==> config.mk <==
export PLATFORM = sky130hd
export DESIGN_NAME = gtm_ctrl
export DESIGN_NICKNAME = d
export VERILOG_FILES = /design/src/hdl/gtm_pkg.sv /design/src/hdl/gtm_ctrl.sv
export SDC_FILE = /design/constraint.sdc
export NUM_CORES = 1
export LEC_CHECK = 0
export BUFFER_PORTS_ARGS = -buffer_cell sky130_fd_sc_hd__buf_4
export CAP_MARGIN = 10
export CORE_MARGIN = 2
export CORE_UTILIZATION = 40
export DETAILED_ROUTE_END_ITERATION = 8
export REMOVE_ABC_BUFFERS = 1
export SETUP_SLACK_MARGIN = 0.4
export SKIP_CTS_REPAIR_TIMING = 1
export SYNTH_ARGS = -nofsm -noshare
export SYNTH_HDL_FRONTEND = slang
export SYNTH_SLANG_ARGS = --single-unit
==> constraint.sdc <==
create_clock -name clk -period 2.2 [get_ports clk]
set_clock_uncertainty 0.05 [all_clocks]
set_input_delay 0.11 -clock clk [delete_from_list [all_inputs] [get_ports clk]]
set_output_delay 0.11 -clock clk [all_outputs]
set_load 0.01 [all_outputs]
==> src/hdl/gtm_pkg.sv <==
// Shared constants, command and status types for the Goertzel tone magnitude block.
// No dependencies; every other file of the block refers to this package.
`timescale 1ns / 1ps
`default_nettype none

package gtm_pkg;

    // Defaults for the top-level parameters.
    localparam int MAX_BLOCK_DEF    = 4096;
    localparam int SAMPLE_WIDTH_DEF = 16;
    localparam int STATE_WIDTH_DEF  = 48;

    // Fixed field widths and formats.
    localparam int COEF_W      = 16;
    localparam int COEF_FRAC   = 14;
    localparam int BLEN_W      = 13;
    localparam int MAG_W       = 48;
    localparam int MUL_DIGIT_W = 16;

    // Configuration port.
    localparam int CFG_IDX_W  = 2;
    localparam int CFG_DATA_W = 16;

    localparam logic [CFG_IDX_W-1:0] REG_COEFFICIENT  = 2'd0;
    localparam logic [CFG_IDX_W-1:0] REG_BLOCK_LENGTH = 2'd1;

    localparam logic [COEF_W-1:0] COEF_RESET = 16'sd0;
    localparam logic [BLEN_W-1:0] BLEN_RESET = 13'd256;

    // Operand choice for the shared multiplier.
    typedef enum logic [1:0] {
        MUL_A1SQ  = 2'd0,
        MUL_A2SQ  = 2'd1,
        MUL_CROSS = 2'd2
    } mul_sel_t;

    // Commands from the controller to the datapath.
    typedef struct packed {
        logic     step;
        logic     prod_load;
        logic     mul_start;
        mul_sel_t mul_sel;
        logic     acc_add_sq;
        logic     acc_add_cross;
        logic     eval;
        logic     out_load;
    } gtm_cmd_t;

    // Status from the datapath to the controller.
    typedef struct packed {
        logic block_end;
        logic mul_done;
        logic sqrt_done;
        logic out_free;
    } gtm_status_t;

endpackage

`default_nettype wire

==> src/hdl/gtm_ctrl.sv <==
// Controller state machine: sample acceptance and the block-end energy and root sequence.
// Depends on gtm_pkg for the command and status types.
`timescale 1ns / 1ps
`default_nettype none

module gtm_ctrl (
    input  wire logic                  clk,
    input  wire logic                  rst_n,
    input  wire logic                  in_valid,
    output logic                       in_ready,
    input  wire gtm_pkg::gtm_status_t  status,
    output gtm_pkg::gtm_cmd_t          cmd
);
    import gtm_pkg::*;

    typedef enum logic [7:0] {
        ST_IDLE  = 8'b0000_0001,
        ST_PROD  = 8'b0000_0010,
        ST_SQ1   = 8'b0000_0100,
        ST_SQ2   = 8'b0000_1000,
        ST_CROSS = 8'b0001_0000,
        ST_EVAL  = 8'b0010_0000,
        ST_SQRT  = 8'b0100_0000,
        ST_DONE  = 8'b1000_0000
    } state_t;

    state_t state_reg;
    state_t state_next;

    // State register.
    always_ff @(posedge clk or negedge rst_n)
    begin
        if (!rst_n)
        begin
            state_reg <= ST_IDLE;
        end
        else
        begin
            state_reg <= state_next;
        end
    end

    assign in_ready = (state_reg == ST_IDLE);

    // Next state and datapath commands.
    always_comb
    begin
        state_next  = state_reg;
        cmd         = '0;
        cmd.mul_sel = MUL_A1SQ;
        unique case (state_reg)
            ST_IDLE:
            begin
                if (in_valid)
                begin
                    cmd.step = 1'b1;
                    if (status.block_end)
                    begin
                        state_next = ST_PROD;
                    end
                end
            end
            ST_PROD:
            begin
                cmd.prod_load = 1'b1;
                cmd.mul_start = 1'b1;
                cmd.mul_sel   = MUL_A1SQ;
                state_next    = ST_SQ1;
            end
            ST_SQ1:
            begin
                if (status.mul_done)
                begin
                    cmd.acc_add_sq = 1'b1;
                    cmd.mul_start  = 1'b1;
                    cmd.mul_sel    = MUL_A2SQ;
                    state_next     = ST_SQ2;
                end
            end
            ST_SQ2:
            begin
                if (status.mul_done)
                begin
                    cmd.acc_add_sq = 1'b1;
                    cmd.mul_start  = 1'b1;
                    cmd.mul_sel    = MUL_CROSS;
                    state_next     = ST_CROSS;
                end
            end
            ST_CROSS:
            begin
                if (status.mul_done)
                begin
                    cmd.acc_add_cross = 1'b1;
                    state_next        = ST_EVAL;
                end
            end
            ST_EVAL:
            begin
                cmd.eval   = 1'b1;
                state_next = ST_SQRT;
            end
            ST_SQRT:
            begin
                if (status.sqrt_done)
                begin
                    state_next = ST_DONE;
                end
            end
            ST_DONE:
            begin
                if (status.out_free)
                begin
                    cmd.out_load = 1'b1;
                    state_next   = ST_IDLE;
                end
            end
            default:
            begin
                state_next = ST_IDLE;
            end
        endcase
    end

endmodule

`default_nettype wire

==> reports/qor.yml, run 1 <==
status:
  outcome: "complete, no violations"
sta:
  hold_viol_final: 0
  relSlewSlack: 0.7850
  fin_crit_ns: 1.878
  maxSlewViolCount: 0
  setup_violations: 0
  rsz0062_at_grt: "yes"
  max_freq_mhz: 532.4
  layout_setup_ws_ns: 0.3216
  setup_tns_ns: 0
  fin_crit_sh: 0.8538
  tightest_slew_ns: 0.3200
clocking:
  cts_tree: "yes"
  clk_latency_ns: 0.25
  cts.sink_count: 8
  root_buffer: "clkbuf_4"
  htreeDepth: 1
  clk_pin_slew_ns: 0.06
  clock_path_buffers: 2
  numCtsBuffers: 3
route:
  routed_wl_um: 1427
  remaining_drc_errors: 0
  viasPerCell: 5.486
  drt_iter0_markers: 14
  drtPass1Iterations: 4
  ant_nets: 0
  dr_total_vias: 576
  wire_per_inst_um: 13.59
placed_design:
  dp_cells: 95
  place_ws_ns: 0.4467
  dp_hpwl_um: 1033
  gp_congestion: 0.7451
  portBuffers: 16
yosys:
  muxShareOfSynthArea: 0.03797
  synthSimpleGateAreaFrac: 0.4409
  synth.distinct_cells: 33
  yosysSeqAreaShare: 0.3397
  synthTopCellsByArea: "dfrtp_1, nor4_4, nor2_1, nand2_1, dfstp_2"
  synth_top_area_cell: "dfrtp_1"
  synth-seq-cells: 8
  syn_avg_cell_area_um2: 8.852
  netlist_area_um2: 593.1
  synth_compound_area_frac: 0.1097
  synthXorXnorAreaFrac: 0.02954
  yosys.area_share.adder: 0
  synth_cells: 67
  synth_top_area_share: 0.2954
  ys.warnings.count: 0
  synth_top_family_by_area: "simple AND/OR/NAND/NOR gates"
die:
  design.core.area_mm2: 0.001350
  rows: 13
  initial_utilization: 0.4393
  die_w_um: 42.51
  io_pins: 17
  dieArea_mm2: 0.001807
  die_h_um: 42.51
grt:
  grt_pass1_vias: 471
  antenna_found_initial: 0
  grt_pass1_wl_um: 2070
  grt_max_degree: 11
  overflow: 0
  grtUsageTotal: 0.1511
setup_path:
  worstSetupStartpoint: "state_reg[3]"
  start_kind: "register"
  critPathKind: "reg2out"
  crit_required_ns: 2.04
  path_max_fanout: 6
  r2r-start: "state_reg[3]"
  arrival_ns: 1.72
  endpoint_kind: "primary output"
flow_run:
  max-cap-violations: 0
power_and_ir_drop:
  leakage_nw: 0.3668
  power_density_mw_per_mm2: 1013
  ir_worst_vdd_uv: 472.4
finish:
  largest_reg_flops: 8
  layout-drive-gt1-share: 0.4333
  nets: 98
  area_delta_synth_final_pct: 35.65
  fillerInstances: 117
  antennaDiodeCount: 0
  stdcell_count: 105
  final_util: 0.5959
hold_path:
  min_path_type: "in2reg"
  hp-start: "status[0]"
==> metrics by stage <==
| step | hold slack [ns] | area, µm² | power, mW |
|---|---|---|---|
| after floorplan | -0.2356 | 571.8 | 0.5178 |
| after global placement | -0.1125 | 710.7 | 0.6532 |
| after detailed placement | -0.1119 | 710.7 | 0.6511 |
| after CTS | -0.3876 | 737.0 | 0.7775 |
| after global routing | 0.1054 | 804.5 | 0.8812 |
| final | 0.09832 | 804.5 | 0.8153 |
==> critical path, stage by stage, from the launching register on <==
cell     delay (ns)
dfrtp_2        0.45
nor4_4         0.38
nand2_1        0.14
nor3b_2        0.24
or2_1          0.13
buf_4          0.11
==> logic make-up (layout without fill, tap and decap cells) <==
logic type | Yosys count | count (layout)
AOI/OAI and AO/OA | 10 | 10
xor gates and xnor gates | 2 | 2
buffers and inverters | 4 | 27
DFF | 8 | 8
muxes | 2 | 2
and+or+nand+nor | 41 | 41
==> placed cells by master, fill, tap and decap left out, types with 2 or more instances in the layout <==
cell,n
o21ai_0,2
nor3b_2,2
buf_4,21
nor4_4,2
nor2_1,10
dfrtp_2,4
nor2b_1,3
nand2_1,7
nand3_1,2
dfrtp_1,3
nand2b_1,2
xor2_1,2
clkbuf_4,3
o211ai_1,2
==> per-layer routing <==
| metal | up-vias | share of wire | track usage |
|---|---|---|---|
| met1 | 278 | 0.48 | 0.1958 |
| met5 | - | 0 | 0 |
| li1 | 286 | - | - |
| met3 | 2 | 0.047 | 0.05603 |
| met4 | 0 | 0.0042 | 0.05625 |
| met2 | 10 | 0.46 | 0.2277 |
==> layout make-up <==
class	count	area [µm²]	share of cell area
multi-input cells	55	381.6	0.4743
flip-flops and latches	8	206.4	0.2566
repair buffers	22	167.7	0.2084
clock buffers	4	26.28	0.03266
well taps	15	18.77	0.02333
inverters	1	3.754	0.004666
==> final timing paths <==
check                                    end  slack (ns)  cells after the start
worst max register to register  state_reg[4]        0.37                      5
min in group asynchronous       state_reg[1]        0.16                      2
max in group asynchronous       state_reg[0]        1.73                      2
worst min register to register  state_reg[0]        0.50                      2
worst max-delay path                  cmd[6]        0.32                      5
worst min-delay path            state_reg[7]         0.1                      3
==> Yosys cell counts (all sizes together) <==
cell / count
a21o: 1
nand3b: 1
buf: 3
o22ai: 1
inv: 1
nand4: 1
a21oi: 2
nor3: 2
and3: 1
xor2: 2
or2: 1
o211ai: 2
nor4: 2
nand2: 8
mux2: 2
or3: 1
or3b: 1
and4: 1
nand2b: 2
a21boi: 1
dfrtp: 7
o2111ai: 1
nor3b: 2
and2: 1
nor2: 10
o21ai: 2
nand3: 3
dfstp: 1
nor2b: 3
nand4b: 1
==> power by group <==
group	internal (mW)	total, mW	switching, mW	leakage (nW)
Combinational	0.218	0.445	0.227	0.252
Clock	0.0696	0.123	0.0536	0.0150
Sequential	0.186	0.247	0.0613	0.0999
Total	0.473	0.815	0.342	0.367
Note: power is estimated with default switching activity, not from simulation.
==> inputs of run 2 (changes only) <==
- CELL_PAD_IN_SITES_DETAIL_PLACEMENT: not set -> 0
- CELL_PAD_IN_SITES_GLOBAL_PLACEMENT: not set -> 1
- CORE_UTILIZATION: 40 -> 36
- PLACE_DENSITY_LB_ADDON: not set -> 0.1
==> run 2 against run 1 <==
Largest cell class unchanged. Global-route usage shrank 1.2 points. First-iteration DRC count grew 100%. Clock-buffer cell count is the same. Clock power is essentially flat. Total power grew 7.0%. Flip-flop and latch count is the same. Critical path depth is the same. Fmax shrank 0.42%. Worst setup slack lost 0.0079 ns. Register-to-register slack gained 0.07 ns. Non-clock buffer count grew 9. Utilization shrank 2.4 points.
==> reports/qor.yml, run 2 (synthesized netlist as in run 1, its figures left out) <==
power_and_ir_drop:
  intPower_mw: 0.5228
  p_clk_frac: 0.140
  switching_share: 0.4009
  switching_power_mw: 0.3499
  finalPower_mw: 0.8726
  leakage_nw: 0.4164
  ir_worst_vdd_uv: 603.5
  seq_power_share: 0.287
  combPwrFrac: 0.572
  power_density_mw_per_mm2: 1002
finish:
  area_delta_synth_final_pct: 46.84
  largest_reg_flops: 8
  antennaDiodeCount: 0
  final_util: 0.5714
  layout-drive-gt1-share: 0.4747
  layout_common_cells: "buf_4, nor2_1, nand2_1"
  nets: 107
  layout_commonest_cell: "buf_4"
setup_path:
  arrival_ns: 1.73
  critPathSlowestCell: "dfrtp_2"
  crit_required_ns: 2.04
  start_kind: "register"
  crit_buf_inv: 1
  endpoint_kind: "primary output"
  cpPeakStageDelay_ns: 0.46
  critPathKind: "reg2out"
  worstPathCellList: "nor4_4, nand2_1, nor3b_2, or2_1, buf_4"
  cp_top_family: "simple AND/OR/NAND/NOR gates"
  path_max_fanout: 6
die:
  rows: 14
  dieArea_mm2: 0.001988
  initial_utilization: 0.3892
  die_h_um: 44.59
  io_pins: 17
  design.core.area_mm2: 0.001524
  die_w_um: 44.59
sta:
  fin_crit_ns: 1.886
  max_freq_mhz: 530.1
  setup_tns_ns: 0
  hold_viol_final: 0
  tightest_slew_ns: 0.3382
  maxSlewViolCount: 0
  setup_violations: 0
  fin_crit_sh: 0.8574
  holdWs_ns: 0.08903
  rsz0062_at_grt: "yes"
  relSlewSlack: 0.7745
route:
  remaining_drc_errors: 0
  wire_per_inst_um: 12.41
  routed_wl_um: 1427
  drtPass1Iterations: 7
  viasPerCell: 5.313
  ant_nets: 0
  drt_iter0_markers: 28
  dr_total_vias: 611
placed_design:
  gp_congestion: 0.7235
  dp_hpwl_um: 976.8
  portBuffers: 16
grt:
  overflow: 0
  antenna_found_initial: 0
  grt_max_degree: 11
  grtUsageTotal: 0.1390
  grt_pass1_vias: 427
  grt_pass1_wl_um: 1932
clocking:
  cts.sink_count: 8
  clk_latency_ns: 0.26
  root_buffer: "clkbuf_4"
  clock_path_buffers: 2
  clk_pin_slew_ns: 0.06
  htreeDepth: 1
  cts_tree: "yes"
  numCtsBuffers: 3
flow_run:
  max-cap-violations: 0
hold_path:
  min_path_type: "in2reg"
status:
  outcome: "complete, no violations"
[run 2: per-stage QoR]
step | instances | area, µm² | setup WS [ns]
3_3_place_gp | 96 | 711.9 | 0.4208
6_report | 115 | 870.8 | 0.3137
5_1_grt | 115 | 870.8 | 0.2439
4_1_cts | 100 | 738.2 | 0.2414
3_5_place_dp | 96 | 711.9 | 0.4510
2_1_floorplan | 64 | 571.8 | 0.6033
[run 2: routing by layer]
metal,wire length (µm),up-vias,global-route usage
li1,-,304,-
met1,724,286,0.2091
met2,612,21,0.1681
met3,91,0,0.07347
met4,0,0,0.03636
met5,0,-,0
[run 2: power groups by stage]
stage,clock (mW),combinational [mW],sequential [mW]
after floorplan,0,0.279,0.238
after global placement,0,0.401,0.252
after detailed placement,0,0.394,0.252
after CTS,0.128,0.395,0.249
after global routing,0.139,0.549,0.255
final,0.123,0.499,0.251
[run 2: layout make-up]
type                    count  area, µm²
clock buffers               4      26.28
fillers                   146      653.1
inverters                   1      3.754
multi-input cells          55      379.1
flip-flops and latches      8      206.4
well taps                  16      20.02
repair buffers             31      235.2
[run 2: final timing paths]
path                         startpoint           end  slack (ns)  cells after the start
max                        state_reg[4]        cmd[6]        0.31                      5
min                           status[2]  state_reg[5]        0.09                      3
max reg2reg                state_reg[6]  state_reg[4]        0.44                      6
min reg2reg                state_reg[0]  state_reg[0]        0.51                      2
max in group asynchronous         rst_n  state_reg[0]        1.74                      2
min in group asynchronous         rst_n  state_reg[4]        0.15                      2
[run 2: worst min-delay path: stages]
cell	delay, ns
buf_4	0.13
nand2_1	0.08
nor3_1	0.05
==> inputs of run 3 (changes only) <==
==> constraint.sdc (replaced) <==
create_clock -name clk -period 2.2 [get_ports clk]
set_clock_uncertainty 0.05 [all_clocks]
set_input_delay 0.44 -clock clk [delete_from_list [all_inputs] [get_ports clk]]
set_output_delay 0.44 -clock clk [all_outputs]
set_load 0.01 [all_outputs]
==> run 3 against run 2 <==
Critical path depth unchanged. Via count down 2.1%. Global-route usage up 1.5 points. Register-to-register slack about the same. Routed wire length up 18%. Non-clock buffer count down 1. Flip-flop and latch count unchanged. Critical endpoint unchanged. Largest power group unchanged.
==> reports/qor.yml, run 3 (synthesized netlist as in run 1, its figures left out) <==
status:
  outcome: "complete, no violations"
setup_path:
  endpoint_kind: "primary output"
  critPathSlowestCell: "dfrtp_2"
  critPathKind: "reg2out"
  crit_required_ns: 1.71
  start_kind: "register"
  r2r-start: "state_reg[0]"
  crit_end: "cmd[6]"
  reg2reg_to: "state_reg[4]"
  cpPeakStageDelay_ns: 0.43
  path_max_fanout: 3
  worstPathCellList: "nor4_4, nand2_1, nor3b_2, or2_1, buf_4"
  reg2regPathDepth: 6
  arrival_ns: 1.62
  worstSetupStartpoint: "state_reg[3]"
  r2r_slack_ns: 0.43
route:
  dr_total_vias: 598
  remaining_drc_errors: 0
  viasPerCell: 5.246
  wire_per_inst_um: 14.72
  routed_wl_um: 1678
  drt_iter0_markers: 5
  ant_nets: 0
  drtPass1Iterations: 3
sta:
  holdWs_ns: 0.4141
  fin_crit_sh: 0.9584
  relSlewSlack: 0.7549
  max_freq_mhz: 474.3
  setup_violations: 0
  hold_viol_final: 0
  maxSlewViolCount: 0
  rsz0062_at_grt: "yes"
  fin_crit_ns: 2.108
  tightest_slew_ns: 0.3639
  layout_setup_ws_ns: 0.09160
  setup_tns_ns: 0
power_and_ir_drop:
  finalPower_mw: 1.008
  power_density_mw_per_mm2: 1090
  ir_worst_vdd_uv: 437.4
  leakage_nw: 0.4189
clocking:
  cts.sink_count: 8
  clk_latency_ns: 0.26
  htreeDepth: 1
  cts_tree: "yes"
  clk_pin_slew_ns: 0.06
  numCtsBuffers: 3
  clock_path_buffers: 2
  root_buffer: "clkbuf_4"
die:
  die_w_um: 44.59
  rows: 14
  design.core.area_mm2: 0.001524
  die_h_um: 44.59
  io_pins: 17
  initial_utilization: 0.3892
  dieArea_mm2: 0.001988
finish:
  layout_common_cells: "buf_4, nor2_1, nand2_1"
  layout_commonest_cell: "buf_4"
  antennaDiodeCount: 0
  largest_reg_flops: 8
  layout-drive-gt1-share: 0.5510
  area_delta_synth_final_pct: 55.91
  design_area_um2: 924.6
  nets: 106
  stdcell_count: 114
  final_util: 0.6067
placed_design:
  gp_congestion: 0.7182
  dp_hpwl_um: 1075
  dp_cells: 98
  portBuffers: 16
  place_ws_ns: 0.1920
  placed_cell_area_um2: 726.9
grt:
  overflow: 0
  antenna_found_initial: 0
  grtUsageTotal: 0.1539
  grt_max_degree: 10
  grt_pass1_wl_um: 2166
  grt_pass1_vias: 488
flow_run:
  max-cap-violations: 0
hold_path:
  hp-start: "status[0]"
  holdPathStages: 3
  min_path_type: "in2reg"
[run 3: how the worst min path moves through the flow]
stage / to
after floorplan: state_reg[1]
after global placement: state_reg[1]
final: state_reg[7]
after detailed placement: state_reg[1]
after global routing: state_reg[7]
after CTS: state_reg[1]
[run 3: metal layers]
metal,share of wire,global-route usage
met3,0.036,0.07347
met4,0,0.01818
met1,0.44,0.2055
met5,0,0
met2,0.52,0.2319
[run 3: power by group]
| group | switching [mW] | internal (mW) |
|---|---|---|
| Clock | 0.0572 | 0.0699 |
| Sequential | 0.0672 | 0.188 |
| Combinational | 0.290 | 0.336 |
| Total | 0.415 | 0.594 |
[run 3: layout make-up]
type | instances | area (µm²)
sequential | 8 | 206.4
multi-input combinational | 55 | 429.2
fill | 116 | 599.3
inverter | 1 | 3.754
tap | 16 | 20.02
clock buffer | 4 | 26.28
timing repair buffer | 30 | 239.0
[run 3: worst max-delay path, delay by kind of cell, from the launching register on]
kind | cells | cell delay (ns)
buf+inv | 1 | 0.12
flops | 1 | 0.43
simple gates | 4 | 0.81
